[src/hdl/mpeg_start_code_stats_macros.svh]
// Assertion macros shared by the start code scanner RTL.
`ifndef MPEG_START_CODE_STATS_MACROS_SVH
`define MPEG_START_CODE_STATS_MACROS_SVH

// Same-cycle implication, checked outside of reset.
`define MSCS_ASSERT_NOW(label, clk, rst_n, ante, cons, msg) \
    label: assert property (@(posedge clk) disable iff (!rst_n) (ante) |-> (cons)) \
        else $error(msg);

// Next-cycle implication, checked outside of reset.
`define MSCS_ASSERT_NEXT(label, clk, rst_n, ante, cons, msg) \
    label: assert property (@(posedge clk) disable iff (!rst_n) (ante) |=> (cons)) \
        else $error(msg);

`endif

[src/hdl/mscs_pkg.sv]
// Package with the constants shared by the start code scanner.
package mscs_pkg;

    localparam int BYTE_W          = 8;
    localparam int OUT_W           = 32;
    localparam int COUNT_WIDTH_DEF = 32;
    localparam int NUM_CODES       = 4;
    localparam int NUM_RESULTS     = 6;
    localparam int OUT_TDATA_W     = 200;
    localparam int HIST_W          = 3 * BYTE_W;

    localparam logic [BYTE_W-1:0] CODE_PACK     = 8'hBA;
    localparam logic [BYTE_W-1:0] CODE_SYSTEM   = 8'hBB;
    localparam logic [BYTE_W-1:0] CODE_SEQUENCE = 8'hB3;
    localparam logic [BYTE_W-1:0] CODE_NAV      = 8'hBF;

    localparam logic [HIST_W-1:0] HIST_RESET     = 24'hFFFFFF;
    localparam logic [HIST_W-1:0] PREFIX_PATTERN = 24'h000001;
    localparam logic [1:0]        HIST_FULL      = 2'd3;

    localparam int IDX_PACK     = 0;
    localparam int IDX_SYSTEM   = 1;
    localparam int IDX_SEQUENCE = 2;
    localparam int IDX_NAV      = 3;

    localparam int RES_BYTES    = 0;
    localparam int RES_ZERO_RUN = 1;
    localparam int RES_CODES    = 2;

    typedef logic [OUT_W-1:0] t_out_word;

endpackage

[src/hdl/mpeg_start_code_stats.sv]
// Start code scanner: counts MPEG program stream start codes over one buffer.
//
// Takes one byte per clock unless stalled: every byte is classified and all
// counters are updated in the cycle it is accepted. On the byte marked with
// tlast, one request carrying the byte count, the longest zero run, the four
// start code counts and the program stream flag is loaded into the output
// register, and all scan state returns to its reset value so the next buffer
// can start with the next accepted byte. A second output register absorbs one
// result while the first waits, so the input only stalls when both are full.
// Counters are COUNT_WIDTH bits and saturate; values beyond 32 bits read out
// as all ones.
module mpeg_start_code_stats
    import mscs_pkg::*;
#(
    parameter int COUNT_WIDTH = COUNT_WIDTH_DEF
) (
    input  logic                   i_clk,
    input  logic                   i_rst_n,
    input  logic                   i_s_axis_tvalid,
    output logic                   o_s_axis_tready,
    // data_byte [7:0]
    input  logic [BYTE_W-1:0]      i_s_axis_tdata,
    input  logic                   i_s_axis_tlast,
    output logic                   o_m_axis_tvalid,
    input  logic                   i_m_axis_tready,
    // byte_total [31:0], longest_zero_run [63:32], pack_count [95:64],
    // system_header_total [127:96], sequence_header_total [159:128],
    // nav_pack_total [191:160], program_stream_flag [192], zero pad [199:193]
    output logic [OUT_TDATA_W-1:0] o_m_axis_tdata
);

    `include "mpeg_start_code_stats_macros.svh"

    logic [HIST_W-1:0]      r_hist;
    logic [1:0]             r_hist_cnt;
    logic [COUNT_WIDTH-1:0] r_bytes;
    logic [COUNT_WIDTH-1:0] r_cur_run;
    logic [COUNT_WIDTH-1:0] r_best_run;
    logic [COUNT_WIDTH-1:0] r_codes [NUM_CODES];

    logic [HIST_W-1:0]      n_hist;
    logic [1:0]             n_hist_cnt;
    logic [COUNT_WIDTH-1:0] n_bytes;
    logic [COUNT_WIDTH-1:0] n_cur_run;
    logic [COUNT_WIDTH-1:0] n_best_run;
    logic [COUNT_WIDTH-1:0] n_codes [NUM_CODES];

    logic [COUNT_WIDTH-1:0] w_bytes;
    logic [COUNT_WIDTH-1:0] w_cur_run;
    logic [COUNT_WIDTH-1:0] w_best_run;
    logic [COUNT_WIDTH-1:0] w_codes [NUM_CODES];
    logic [NUM_CODES-1:0]   w_hit;
    logic                   w_prefix;

    logic [COUNT_WIDTH-1:0] w_res [NUM_RESULTS];
    t_out_word              w_clamped [NUM_RESULTS];
    logic                   w_likely;
    logic [OUT_TDATA_W-1:0] w_result;

    logic                   r_out_valid;
    logic [OUT_TDATA_W-1:0] r_out_data;
    logic                   r_skid_valid;
    logic [OUT_TDATA_W-1:0] r_skid_data;

    logic w_in_acc;
    logic w_push;
    logic w_pop;

    assign o_s_axis_tready = !r_skid_valid;
    assign w_in_acc        = i_s_axis_tvalid && o_s_axis_tready;
    assign w_push          = w_in_acc && i_s_axis_tlast;
    assign w_pop           = r_out_valid && i_m_axis_tready;

    assign w_prefix = (r_hist_cnt == HIST_FULL) && (r_hist == PREFIX_PATTERN);

    always_comb begin
        w_hit               = '0;
        w_hit[IDX_PACK]     = w_prefix && (i_s_axis_tdata == CODE_PACK);
        w_hit[IDX_SYSTEM]   = w_prefix && (i_s_axis_tdata == CODE_SYSTEM);
        w_hit[IDX_SEQUENCE] = w_prefix && (i_s_axis_tdata == CODE_SEQUENCE);
        w_hit[IDX_NAV]      = w_prefix && (i_s_axis_tdata == CODE_NAV);
    end

    always_comb begin
        w_bytes = (&r_bytes) ? r_bytes : r_bytes + COUNT_WIDTH'(1);
        if (i_s_axis_tdata == '0) begin
            w_cur_run = (&r_cur_run) ? r_cur_run : r_cur_run + COUNT_WIDTH'(1);
        end else begin
            w_cur_run = '0;
        end
        w_best_run = (w_cur_run > r_best_run) ? w_cur_run : r_best_run;
        for (int k = 0; k < NUM_CODES; k++) begin
            if (w_hit[k] && !(&r_codes[k])) begin
                w_codes[k] = r_codes[k] + COUNT_WIDTH'(1);
            end else begin
                w_codes[k] = r_codes[k];
            end
        end
    end

    always_comb begin
        if (i_s_axis_tlast) begin
            n_hist     = HIST_RESET;
            n_hist_cnt = '0;
            n_bytes    = '0;
            n_cur_run  = '0;
            n_best_run = '0;
            for (int k = 0; k < NUM_CODES; k++) begin
                n_codes[k] = '0;
            end
        end else begin
            n_hist     = {r_hist[HIST_W-BYTE_W-1:0], i_s_axis_tdata};
            n_hist_cnt = (r_hist_cnt == HIST_FULL) ? r_hist_cnt : r_hist_cnt + 2'd1;
            n_bytes    = w_bytes;
            n_cur_run  = w_cur_run;
            n_best_run = w_best_run;
            for (int k = 0; k < NUM_CODES; k++) begin
                n_codes[k] = w_codes[k];
            end
        end
    end

    always_ff @(posedge i_clk) begin
        if (!i_rst_n) begin
            r_hist     <= HIST_RESET;
            r_hist_cnt <= '0;
            r_bytes    <= '0;
            r_cur_run  <= '0;
            r_best_run <= '0;
            for (int k = 0; k < NUM_CODES; k++) begin
                r_codes[k] <= '0;
            end
        end else if (w_in_acc) begin
            r_hist     <= n_hist;
            r_hist_cnt <= n_hist_cnt;
            r_bytes    <= n_bytes;
            r_cur_run  <= n_cur_run;
            r_best_run <= n_best_run;
            for (int k = 0; k < NUM_CODES; k++) begin
                r_codes[k] <= n_codes[k];
            end
        end
    end

    assign w_res[RES_BYTES]    = w_bytes;
    assign w_res[RES_ZERO_RUN] = w_best_run;

    genvar g;
    generate
        for (g = 0; g < NUM_CODES; g++) begin : g_code_res
            assign w_res[RES_CODES + g] = w_codes[g];
        end
        for (g = 0; g < NUM_RESULTS; g++) begin : g_clamp
            if (COUNT_WIDTH > OUT_W) begin : g_wide
                assign w_clamped[g] = (|w_res[g][COUNT_WIDTH-1:OUT_W]) ? '1
                                                                       : w_res[g][OUT_W-1:0];
            end else begin : g_narrow
                assign w_clamped[g] = OUT_W'(w_res[g]);
            end
        end
    endgenerate

    always_comb begin
        w_likely = 1'b0;
        for (int k = 0; k < NUM_CODES; k++) begin
            w_likely = w_likely || (w_codes[k] != '0);
        end
    end

    assign w_result = {7'd0, w_likely,
                       w_clamped[5], w_clamped[4], w_clamped[3],
                       w_clamped[2], w_clamped[1], w_clamped[0]};

    always_ff @(posedge i_clk) begin
        if (!i_rst_n) begin
            r_out_valid  <= 1'b0;
            r_skid_valid <= 1'b0;
        end else if (!r_out_valid || w_pop) begin
            if (r_skid_valid) begin
                r_out_valid  <= 1'b1;
                r_skid_valid <= 1'b0;
            end else begin
                r_out_valid <= w_push;
            end
        end else if (w_push) begin
            r_skid_valid <= 1'b1;
        end
    end

    always_ff @(posedge i_clk) begin
        if (!r_out_valid || w_pop) begin
            if (r_skid_valid) begin
                r_out_data <= r_skid_data;
            end else if (w_push) begin
                r_out_data <= w_result;
            end
        end else if (w_push) begin
            r_skid_data <= w_result;
        end
    end

    assign o_m_axis_tvalid = r_out_valid;
    assign o_m_axis_tdata  = r_out_data;

    `MSCS_ASSERT_NOW(a_skid_behind_out, i_clk, i_rst_n, r_skid_valid, r_out_valid,
        "Second output register holds a request while the first is empty.")
    `MSCS_ASSERT_NEXT(a_clear_after_last, i_clk, i_rst_n, w_push,
        (r_bytes == '0) && (r_hist_cnt == '0),
        "Scan state was not cleared after the last byte.")
    `MSCS_ASSERT_NOW(a_run_order, i_clk, i_rst_n, 1'b1,
        (r_cur_run <= r_best_run) && (r_best_run <= r_bytes),
        "Zero run counters are out of order.")
    `MSCS_ASSERT_NOW(a_likely_flag, i_clk, i_rst_n, r_out_valid,
        r_out_data[6*OUT_W] == (|r_out_data[6*OUT_W-1:2*OUT_W]),
        "Program stream flag disagrees with the start code counts.")

endmodule

[config.mk]
export PLATFORM = sky130hd
export DESIGN_NAME = mpeg_start_code_stats
export DESIGN_NICKNAME = d
export VERILOG_FILES = /design/src/hdl/mscs_pkg.sv /design/src/hdl/mpeg_start_code_stats.sv
export VERILOG_INCLUDE_DIRS = /design/src /design/src/hdl
export SDC_FILE = /design/constraint.sdc
export NUM_CORES = 1
export LEC_CHECK = 0
export BUFFER_PORTS_ARGS = -buffer_cell sky130_fd_sc_hd__buf_2
export CORE_MARGIN = 2
export CORE_UTILIZATION = 30
export DETAILED_ROUTE_END_ITERATION = 8
export PLACE_DENSITY = 0.52
export SLEW_MARGIN = 40
export SYNTH_ARGS = -nofsm -noshare
export SYNTH_HDL_FRONTEND = slang
export SYNTH_SLANG_ARGS = --single-unit
[constraint.sdc]
create_clock -name i_clk -period 13.85 [get_ports i_clk]
set_clock_uncertainty 0.1 [all_clocks]
set_input_delay 2.77 -clock i_clk [delete_from_list [all_inputs] [get_ports i_clk]]
set_output_delay 2.77 -clock i_clk [all_outputs]
set_load 0.01 [all_outputs]
==> results of run 1 <==
## worst paths after layout
path,slack [ns],startpoint,depth (start not counted),end
max reg2reg,7.15,r_cur_run[13],20,o_m_axis_tdata[37]
max,6.29,i_s_axis_tdata[2],17,o_m_axis_tdata[37]
min reg2reg,0.39,r_hist[16],1,r_hist[16]
min,0.39,r_hist[16],1,r_hist[16]
## kinds of logic after synthesis
kind of cell             synth area share, %
AND/OR/NAND/NOR                         14.8
flip-flops                              60.9
multiplexers                            8.82
AO/OA/AOI/OAI                           5.78
buffers and inverters                   2.71
XOR/XNOR                                5.39
adder cells (fa/ha/maj)                 1.62
other                                 0.0127
## sequential cells by signal, summed over array words and instances, names as in the netlist
name             flops
o_m_axis_tdata     193
o_m_axis_tvalid      1
r_best_run          32
r_bytes             32
r_codes            128
r_cur_run           32
r_hist              24
r_hist_cnt           2
r_skid_data        193
r_skid_valid         1
## critical path, cell delays in order
cell and delay, ns:
sky130_fd_sc_hd__buf_2 0.13, sky130_fd_sc_hd__nor3_1 0.72, sky130_fd_sc_hd__nand3_1 0.16, sky130_fd_sc_hd__buf_4 0.30, sky130_fd_sc_hd__nor2_1 0.30, sky130_fd_sc_hd__ha_1 0.19, sky130_fd_sc_hd__nand3_1 0.13, sky130_fd_sc_hd__or3_1 0.42
sky130_fd_sc_hd__nor2_1 0.17, sky130_fd_sc_hd__o21ai_0 0.12, sky130_fd_sc_hd__o2111ai_1 0.12, sky130_fd_sc_hd__a22oi_1 0.12, sky130_fd_sc_hd__or3_1 0.42, sky130_fd_sc_hd__a21oi_4 0.43, sky130_fd_sc_hd__buf_4 0.59, sky130_fd_sc_hd__mux2_2 0.42
sky130_fd_sc_hd__mux2_2 0.26
## cell type report
| class | count | area, um^2 | area share [%] |
|---|---|---|---|
| flip-flops and latches | 638 | 17900 | 52.3 |
| multi-input cells | 1486 | 10800 | 31.5 |
| clock buffers | 85 | 1980 | 5.77 |
| well taps | 1276 | 1600 | 4.66 |
| repair buffers | 226 | 1230 | 3.59 |
| clock inverters | 46 | 395 | 1.15 |
| inverters | 88 | 345 | 1.01 |
## synthesized netlist by cell type, drive strengths merged (6+ instances only)
master,n
nand3,90
inv,87
xor2,86
a32o,31
a21o,16
a21oi,27
dfxtp,124
and2,106
nor4,35
nor2b,12
nand4,84
or2,6
buf,27
o31ai,6
mux2,219
ha,38
or3,22
nand2,143
xnor2,95
a22o,49
o21ai,40
nor3,45
o22a,14
mux2i,13
clkbuf,79
and3,50
nor2,140
or4,11
nand2b,11
edfxtp,514
and4,28
## through the flow
stage / instances / instance area [um^2] / power (uW)
after floorplan: 2318 / 29400 / 2330
after global placement: 3713 / 31800 / 2420
after detailed placement: 3714 / 31900 / 2420
after CTS: 3845 / 34200 / 4370
after global routing: 3845 / 34200 / 4460
final: 3845 / 34200 / 4300
## layer usage
layer	GRT usage, %	part of all wire, %	vias to the layer above
met4	5.31	3.1	6
met5	0	0.046	-
li1	-	-	9030
met3	3.20	5.8	144
met1	20.6	45	9532
met2	24.9	46	486
## power by group through the flow
stage,clock (uW),sequential [uW],combinational (uW)
final,1930,2170,206
after global routing,2060,2170,227
after CTS,1990,2170,211
after detailed placement,0,2210,210
after global placement,0,2210,207
after floorplan,0,2220,108
==> impl_metrics.prom, run 1 <==
# TYPE chip_impl_metric gauge
chip_impl_metric{name="share_of_total_power_consumed_by_net_switching",unit="%"} 23.0
chip_impl_metric{name="synthToLayoutAreaGrowth",unit="%"} 16.4
chip_impl_metric{name="die_y",unit="um"} 317
chip_impl_metric{name="p_per_area",unit="mW/mm^2"} 126
chip_impl_metric{name="synth_top_area_share",unit="%"} 52.5
chip_impl_metric{name="ctsLongestPathBuffers",unit=""} 3
chip_impl_metric{name="antenna_violations_before_repair",unit=""} 7
chip_impl_metric{name="routed_via_density",unit=""} 4.99
chip_impl_metric{name="synth-edff-count",unit=""} 514
chip_impl_metric{name="grt_usage",unit="%"} 15.4
chip_impl_metric{name="grt_start_max_net_pins",unit=""} 100
chip_impl_metric{name="floorplan.die_area",unit="mm^2"} 0.101
chip_impl_info{name="setup_repair_after_global_routing_missed_its_margin",value="false"} 1
chip_impl_metric{name="design.core.area",unit="mm^2"} 0.0970
chip_impl_metric{name="cts.reportedPaths.clkPinSlew",unit="ns"} 0.06
chip_impl_metric{name="start_util",unit="%"} 30.3
chip_impl_info{name="layout_commonest_cell",value="sky130_fd_sc_hd__edfxtp_1"} 1
chip_impl_metric{name="yosysWarningCount",unit=""} 0
chip_impl_metric{name="setup-tns-final",unit="ns"} 0
chip_impl_metric{name="drc_errors",unit=""} 0
chip_impl_metric{name="die_width",unit="um"} 317
chip_impl_metric{name="rows",unit=""} 114
chip_impl_metric{name="power_report.internal_total",unit="uW"} 3310
chip_impl_metric{name="grt_first_pass_wirelength",unit="um"} 119000
chip_impl_info{name="cp-start-kind",value="input pin"} 1
chip_impl_metric{name="power.static_leakage",unit="uW"} 0.0126
chip_impl_metric{name="postSynth.asyncResetShare",unit="%"} 0
chip_impl_metric{name="wl_per_cell",unit="um"} 20.4
chip_impl_metric{name="port_buffers",unit=""} 207
chip_impl_metric{name="timing.max_slew.rel_slack",unit="%"} 41.9
chip_impl_metric{name="irDropWorstVdd",unit="V"} 0.0000766
chip_impl_info{name="status",value="finished, final reports clean"} 1
chip_impl_metric{name="via_count",unit=""} 19200
chip_impl_metric{name="synth_cell_types",unit=""} 75
chip_impl_metric{name="fmax",unit="MHz"} 132
chip_impl_metric{name="cp_data_arrival_time",unit="ns"} 7.84
chip_impl_metric{name="dp_hpwl",unit="um"} 53400
chip_impl_metric{name="share_seq_of_total_power",unit="%"} 50.4
chip_impl_metric{name="drt-total-wl",unit="um"} 78400
chip_impl_metric{name="timing.final.ws_setup",unit="ns"} 6.29
chip_impl_info{name="cts.root.buffer_cell",value="sky130_fd_sc_hd__clkbuf_16"} 1
chip_impl_info{name="yosys.area.top_type",value="sky130_fd_sc_hd__edfxtp_1"} 1
chip_impl_metric{name="final_layout_size_suffix_gt1_share",unit="%"} 22.4
chip_impl_metric{name="final-max-slew-violation-count",unit=""} 0
chip_impl_metric{name="postRouteAntennaNets",unit=""} 0
chip_impl_metric{name="critical_path_peak_fanout",unit=""} 50
chip_impl_metric{name="cts-resized-gates",unit=""} 0
chip_impl_metric{name="pre_cts_slack",unit="ns"} 5.69
chip_impl_info{name="hp-class",value="reg -> reg"} 1
chip_impl_info{name="worst-setup-path-type",value="in -> reg"} 1
chip_impl_metric{name="fillerInstances",unit=""} 9504
chip_impl_info{name="netlist_top_cells_area",value="sky130_fd_sc_hd__edfxtp_1, sky130_fd_sc_hd__dfxtp_1, sky130_fd_sc_hd__mux2_2"} 1
chip_impl_info{name="tritoncts_clock_tree",value="done"} 1
chip_impl_metric{name="fin_nets",unit=""} 2565
chip_impl_metric{name="tightestPinTransition",unit="ns"} 0.866
chip_impl_info{name="cp-end-kind",value="flip-flop"} 1
chip_impl_metric{name="final_util",unit="%"} 35.3
chip_impl_metric{name="syn-instance-count",unit=""} 2312
chip_impl_metric{name="netlist_area",unit="mm^2"} 0.0294
chip_impl_metric{name="antenna-diode-count",unit=""} 0
chip_impl_metric{name="io_pins",unit=""} 215
chip_impl_metric{name="drt_first_iter_violations",unit=""} 1356
chip_impl_metric{name="fin_worst_hold_slack",unit="ns"} 0.388
chip_impl_metric{name="hold_buffers",unit=""} 0
chip_impl_metric{name="drt_pre_antenna_iters",unit=""} 7
chip_impl_metric{name="cts-htree-levels",unit=""} 3
chip_impl_metric{name="synth.yosys.seq_area_share",unit="%"} 60.9
chip_impl_metric{name="power.combinational.fraction",unit="%"} 4.8
chip_impl_metric{name="postCtsSetupBuffers",unit=""} 0
chip_impl_metric{name="tritoncts_num_sinks",unit=""} 638
chip_impl_metric{name="power.net_switching",unit="uW"} 990
chip_impl_metric{name="drv_cap",unit=""} 0
chip_impl_metric{name="minimum_clock_period_after_layout",unit="ns"} 7.56
chip_impl_metric{name="timing.final.crit_share",unit="%"} 54.6
chip_impl_metric{name="worstSkewPairLatency",unit="ns"} 0.64
chip_impl_info{name="layout_common_cells",value="sky130_fd_sc_hd__edfxtp_1, sky130_fd_sc_hd__mux2_2, sky130_fd_sc_hd__buf_2"} 1
chip_impl_metric{name="grt_remaining_overflow",unit=""} 0
chip_impl_metric{name="grt_pass1_vias",unit=""} 19000
chip_impl_metric{name="ys_ff_latch",unit=""} 638
chip_impl_metric{name="syn-mean-instance-area",unit="um^2"} 12.7
chip_impl_metric{name="place.gp.congestion",unit=""} 0.874
chip_impl_metric{name="share_clk_of_total_power",unit="%"} 44.8
chip_impl_metric{name="cp.required",unit="ns"} 14.12
chip_impl_metric{name="cts_buffers",unit=""} 74
chip_impl_info{name="synth_top_flop_cell",value="sky130_fd_sc_hd__edfxtp_1"} 1
chip_impl_metric{name="setup_viol_count_final",unit=""} 0
chip_impl_metric{name="final-hold-violation-count",unit=""} 0
(Power assumes the default switching activity.)
==> run 2: changes to the inputs <==
==> constraint.sdc (replaced) <==
create_clock -name i_clk -period 7.45 [get_ports i_clk]
set_clock_uncertainty 0.1 [all_clocks]
set_input_delay 1.49 -clock i_clk [delete_from_list [all_inputs] [get_ports i_clk]]
set_output_delay 1.49 -clock i_clk [all_outputs]
set_load 0.01 [all_outputs]
==> impl_metrics.prom, run 2 (synthesized netlist as in run 1, its figures left out) <==
# TYPE chip_impl_metric gauge
chip_impl_metric{name="worstSkewPairLatency",unit="ns"} 0.64
chip_impl_metric{name="share_seq_of_total_power",unit="%"} 49.2
chip_impl_metric{name="grt_first_pass_wirelength",unit="um"} 119000
chip_impl_metric{name="r2r_cells",unit=""} 19
chip_impl_metric{name="die_y",unit="um"} 317
chip_impl_metric{name="antenna_violations_before_repair",unit=""} 7
chip_impl_metric{name="cts-htree-levels",unit=""} 3
chip_impl_metric{name="grt_pass1_vias",unit=""} 19200
chip_impl_info{name="tritoncts_clock_tree",value="done"} 1
chip_impl_metric{name="power.static_leakage",unit="uW"} 0.0128
chip_impl_metric{name="drc_errors",unit=""} 0
chip_impl_metric{name="dp_hpwl",unit="um"} 53900
chip_impl_info{name="hold_path_startpoint",value="r_best_run[7]"} 1
chip_impl_metric{name="design.core.area",unit="mm^2"} 0.0970
chip_impl_metric{name="drt-total-wl",unit="um"} 79000
chip_impl_metric{name="irDropWorstVdd",unit="V"} 0.000145
chip_impl_metric{name="grt_start_max_net_pins",unit=""} 135
chip_impl_metric{name="p_per_area",unit="mW/mm^2"} 238
chip_impl_info{name="cts.root.buffer_cell",value="sky130_fd_sc_hd__clkbuf_16"} 1
chip_impl_metric{name="fin_nets",unit=""} 2574
chip_impl_metric{name="share_of_total_power_consumed_by_net_switching",unit="%"} 22.5
chip_impl_metric{name="rows",unit=""} 114
chip_impl_info{name="worst_path_max_delay_cell",value="sky130_fd_sc_hd__nor4_1"} 1
chip_impl_info{name="reg2reg_from",value="r_cur_run[14]"} 1
chip_impl_metric{name="port_buffers",unit=""} 207
chip_impl_metric{name="power.net_switching",unit="uW"} 1850
chip_impl_metric{name="cts.reportedPaths.clkPinSlew",unit="ns"} 0.06
chip_impl_info{name="hp-class",value="reg -> reg"} 1
chip_impl_metric{name="worstPathBufferInverterCount",unit=""} 1
chip_impl_metric{name="grt_usage",unit="%"} 15.5
chip_impl_metric{name="cts_buffers",unit=""} 77
chip_impl_metric{name="power.combinational.fraction",unit="%"} 4.7
chip_impl_metric{name="fillerInstances",unit=""} 9460
chip_impl_info{name="launch_point_of_the_worst_path",value="r_cur_run[14]"} 1
chip_impl_info{name="status",value="finished, final reports clean"} 1
chip_impl_info{name="layout_commonest_cell",value="sky130_fd_sc_hd__edfxtp_1"} 1
chip_impl_metric{name="cp.required",unit="ns"} 7.73
chip_impl_metric{name="fmax",unit="MHz"} 163
chip_impl_metric{name="io_pins",unit=""} 215
chip_impl_metric{name="via_count",unit=""} 19300
chip_impl_metric{name="final_layout_size_suffix_gt1_share",unit="%"} 22.6
chip_impl_info{name="route.top_layer_used",value="met5"} 1
chip_impl_info{name="setup_repair_after_global_routing_missed_its_margin",value="false"} 1
chip_impl_metric{name="dr_wl_met2",unit="um"} 37100
chip_impl_metric{name="minimum_clock_period_after_layout",unit="ns"} 6.13
chip_impl_metric{name="critical_path_cell_count",unit=""} 19
chip_impl_metric{name="setup-tns-final",unit="ns"} 0
chip_impl_metric{name="floorplan.die_area",unit="mm^2"} 0.101
chip_impl_metric{name="ctsLongestPathBuffers",unit=""} 3
chip_impl_metric{name="holdPathStages",unit=""} 1
chip_impl_metric{name="synthToLayoutAreaGrowth",unit="%"} 17.2
chip_impl_info{name="critical_path.cell_chain",value="nand4_1 > nor4_1 > nand2_1 > or3_1 > and3_1 > and3_1 > xnor2_1 > nor2_1 > ha_1 > nand3_1 > or3_1 > or2_2 > o2111ai_1 > a22oi_1 > or3_1 > a21oi_4 > buf_4 > mux2_2 > mux2_2"} 1
chip_impl_metric{name="critical_path_peak_fanout",unit=""} 29
chip_impl_metric{name="die_width",unit="um"} 317
chip_impl_metric{name="tightestPinTransition",unit="ns"} 0.822
chip_impl_metric{name="wl_per_cell",unit="um"} 20.5
chip_impl_metric{name="place.gp.congestion",unit=""} 0.863
chip_impl_metric{name="cts-resized-gates",unit=""} 0
chip_impl_info{name="worst_path_most_repeated_cell",value="sky130_fd_sc_hd__or3_1"} 1
chip_impl_metric{name="start_util",unit="%"} 30.3
chip_impl_metric{name="routed-wl-met3",unit="um"} 4250
chip_impl_metric{name="drt_pre_antenna_iters",unit=""} 5
chip_impl_metric{name="hold_buffers",unit=""} 0
chip_impl_metric{name="final-hold-violation-count",unit=""} 0
chip_impl_info{name="cp-start-kind",value="flip-flop"} 1
chip_impl_metric{name="routed_via_density",unit=""} 5.01
chip_impl_metric{name="fin_worst_hold_slack",unit="ns"} 0.385
chip_impl_info{name="timing.critical_path.max_delay_family",value="simple AND/OR/NAND/NOR gates"} 1
chip_impl_metric{name="timing.max_slew.rel_slack",unit="%"} 44.5
chip_impl_metric{name="postRouteAntennaNets",unit=""} 0
chip_impl_metric{name="final-max-slew-violation-count",unit=""} 0
chip_impl_metric{name="critical-path-max-stage-delay",unit="ns"} 0.56
chip_impl_metric{name="share_clk_of_total_power",unit="%"} 46.1
chip_impl_metric{name="drv_cap",unit=""} 0
chip_impl_metric{name="timing.final.ws_setup",unit="ns"} 1.32
chip_impl_info{name="worst-setup-path-type",value="reg -> reg"} 1
chip_impl_metric{name="drt_first_iter_violations",unit=""} 1475
chip_impl_info{name="layout_common_cells",value="sky130_fd_sc_hd__edfxtp_1, sky130_fd_sc_hd__mux2_2, sky130_fd_sc_hd__buf_2"} 1
chip_impl_metric{name="cp_data_arrival_time",unit="ns"} 6.40
chip_impl_metric{name="power_report.internal_total",unit="uW"} 6350
chip_impl_metric{name="tritoncts_num_sinks",unit=""} 638
chip_impl_metric{name="grt_remaining_overflow",unit=""} 0
chip_impl_metric{name="setup_viol_count_final",unit=""} 0
chip_impl_metric{name="wl_met1",unit="um"} 35600
chip_impl_metric{name="pre_cts_slack",unit="ns"} 1.35
chip_impl_info{name="cp-end-kind",value="flip-flop"} 1
chip_impl_metric{name="postCtsSetupBuffers",unit=""} 0
chip_impl_metric{name="timing.final.crit_share",unit="%"} 82.3
==> run 2: cell count changes in the layout (fill, tap and decap cells not counted), moves of 2 or more <==
cell	delta
sky130_fd_sc_hd__diode_2	+2
sky130_fd_sc_hd__bufinv_16	+2
sky130_fd_sc_hd__buf_4	+6
sky130_fd_sc_hd__clkinv_1	-10
sky130_fd_sc_hd__clkbuf_16	+3
sky130_fd_sc_hd__buf_12	+4
sky130_fd_sc_hd__buf_6	-4
sky130_fd_sc_hd__clkbuf_1	+13
sky130_fd_sc_hd__clkbuf_8	+4
sky130_fd_sc_hd__clkinv_2	-2
==> run 2: power groups by stage <==
stage | sequential (uW) | combinational (uW) | clock, uW
floorplan | 4120 | 201 | 0
global placement | 4100 | 387 | 0
detailed placement | 4100 | 392 | 0
CTS | 4030 | 395 | 3890
global route | 4040 | 423 | 4020
finish | 4030 | 386 | 3780
==> run 2: area by class of cell <==
cell class	count	area, um^2	area share [%]
multi-input combinational	1486	10800	31.3
sequential	638	17900	52.0
inverter	88	345	1.00
tap	1276	1600	4.63
clock inverter	34	365	1.06
antenna	2	5.00	0.0145
timing repair buffer	232	1320	3.83
clock buffer	105	2150	6.25
==> run 2: worst paths after layout <==
check	end	slack (ns)
hold / removal	r_best_run[7]	0.39
setup / recovery	o_m_axis_tdata[62]	1.32
hold reg to reg	r_best_run[7]	0.39
setup reg to reg	o_m_axis_tdata[62]	1.32
==> run 2: per-layer routing <==
layer  vias to the layer above  global-route usage [%]
met3                       138                    3.32
met1                      9635                    20.7
met4                         2                    4.58
met5                         -                       0
met2                       508                    25.4
li1                       9055                       -
==> run 2: stage by stage <==
stage	power [uW]	area [um^2]	cells	util [%]
floorplan	4320	29500	2318	-
global placement	4490	31800	3716	32.8
detailed placement	4500	31900	3718	32.9
CTS	8320	34400	3857	35.5
global route	8480	34500	3859	35.5
finish	8200	34500	3861	35.6
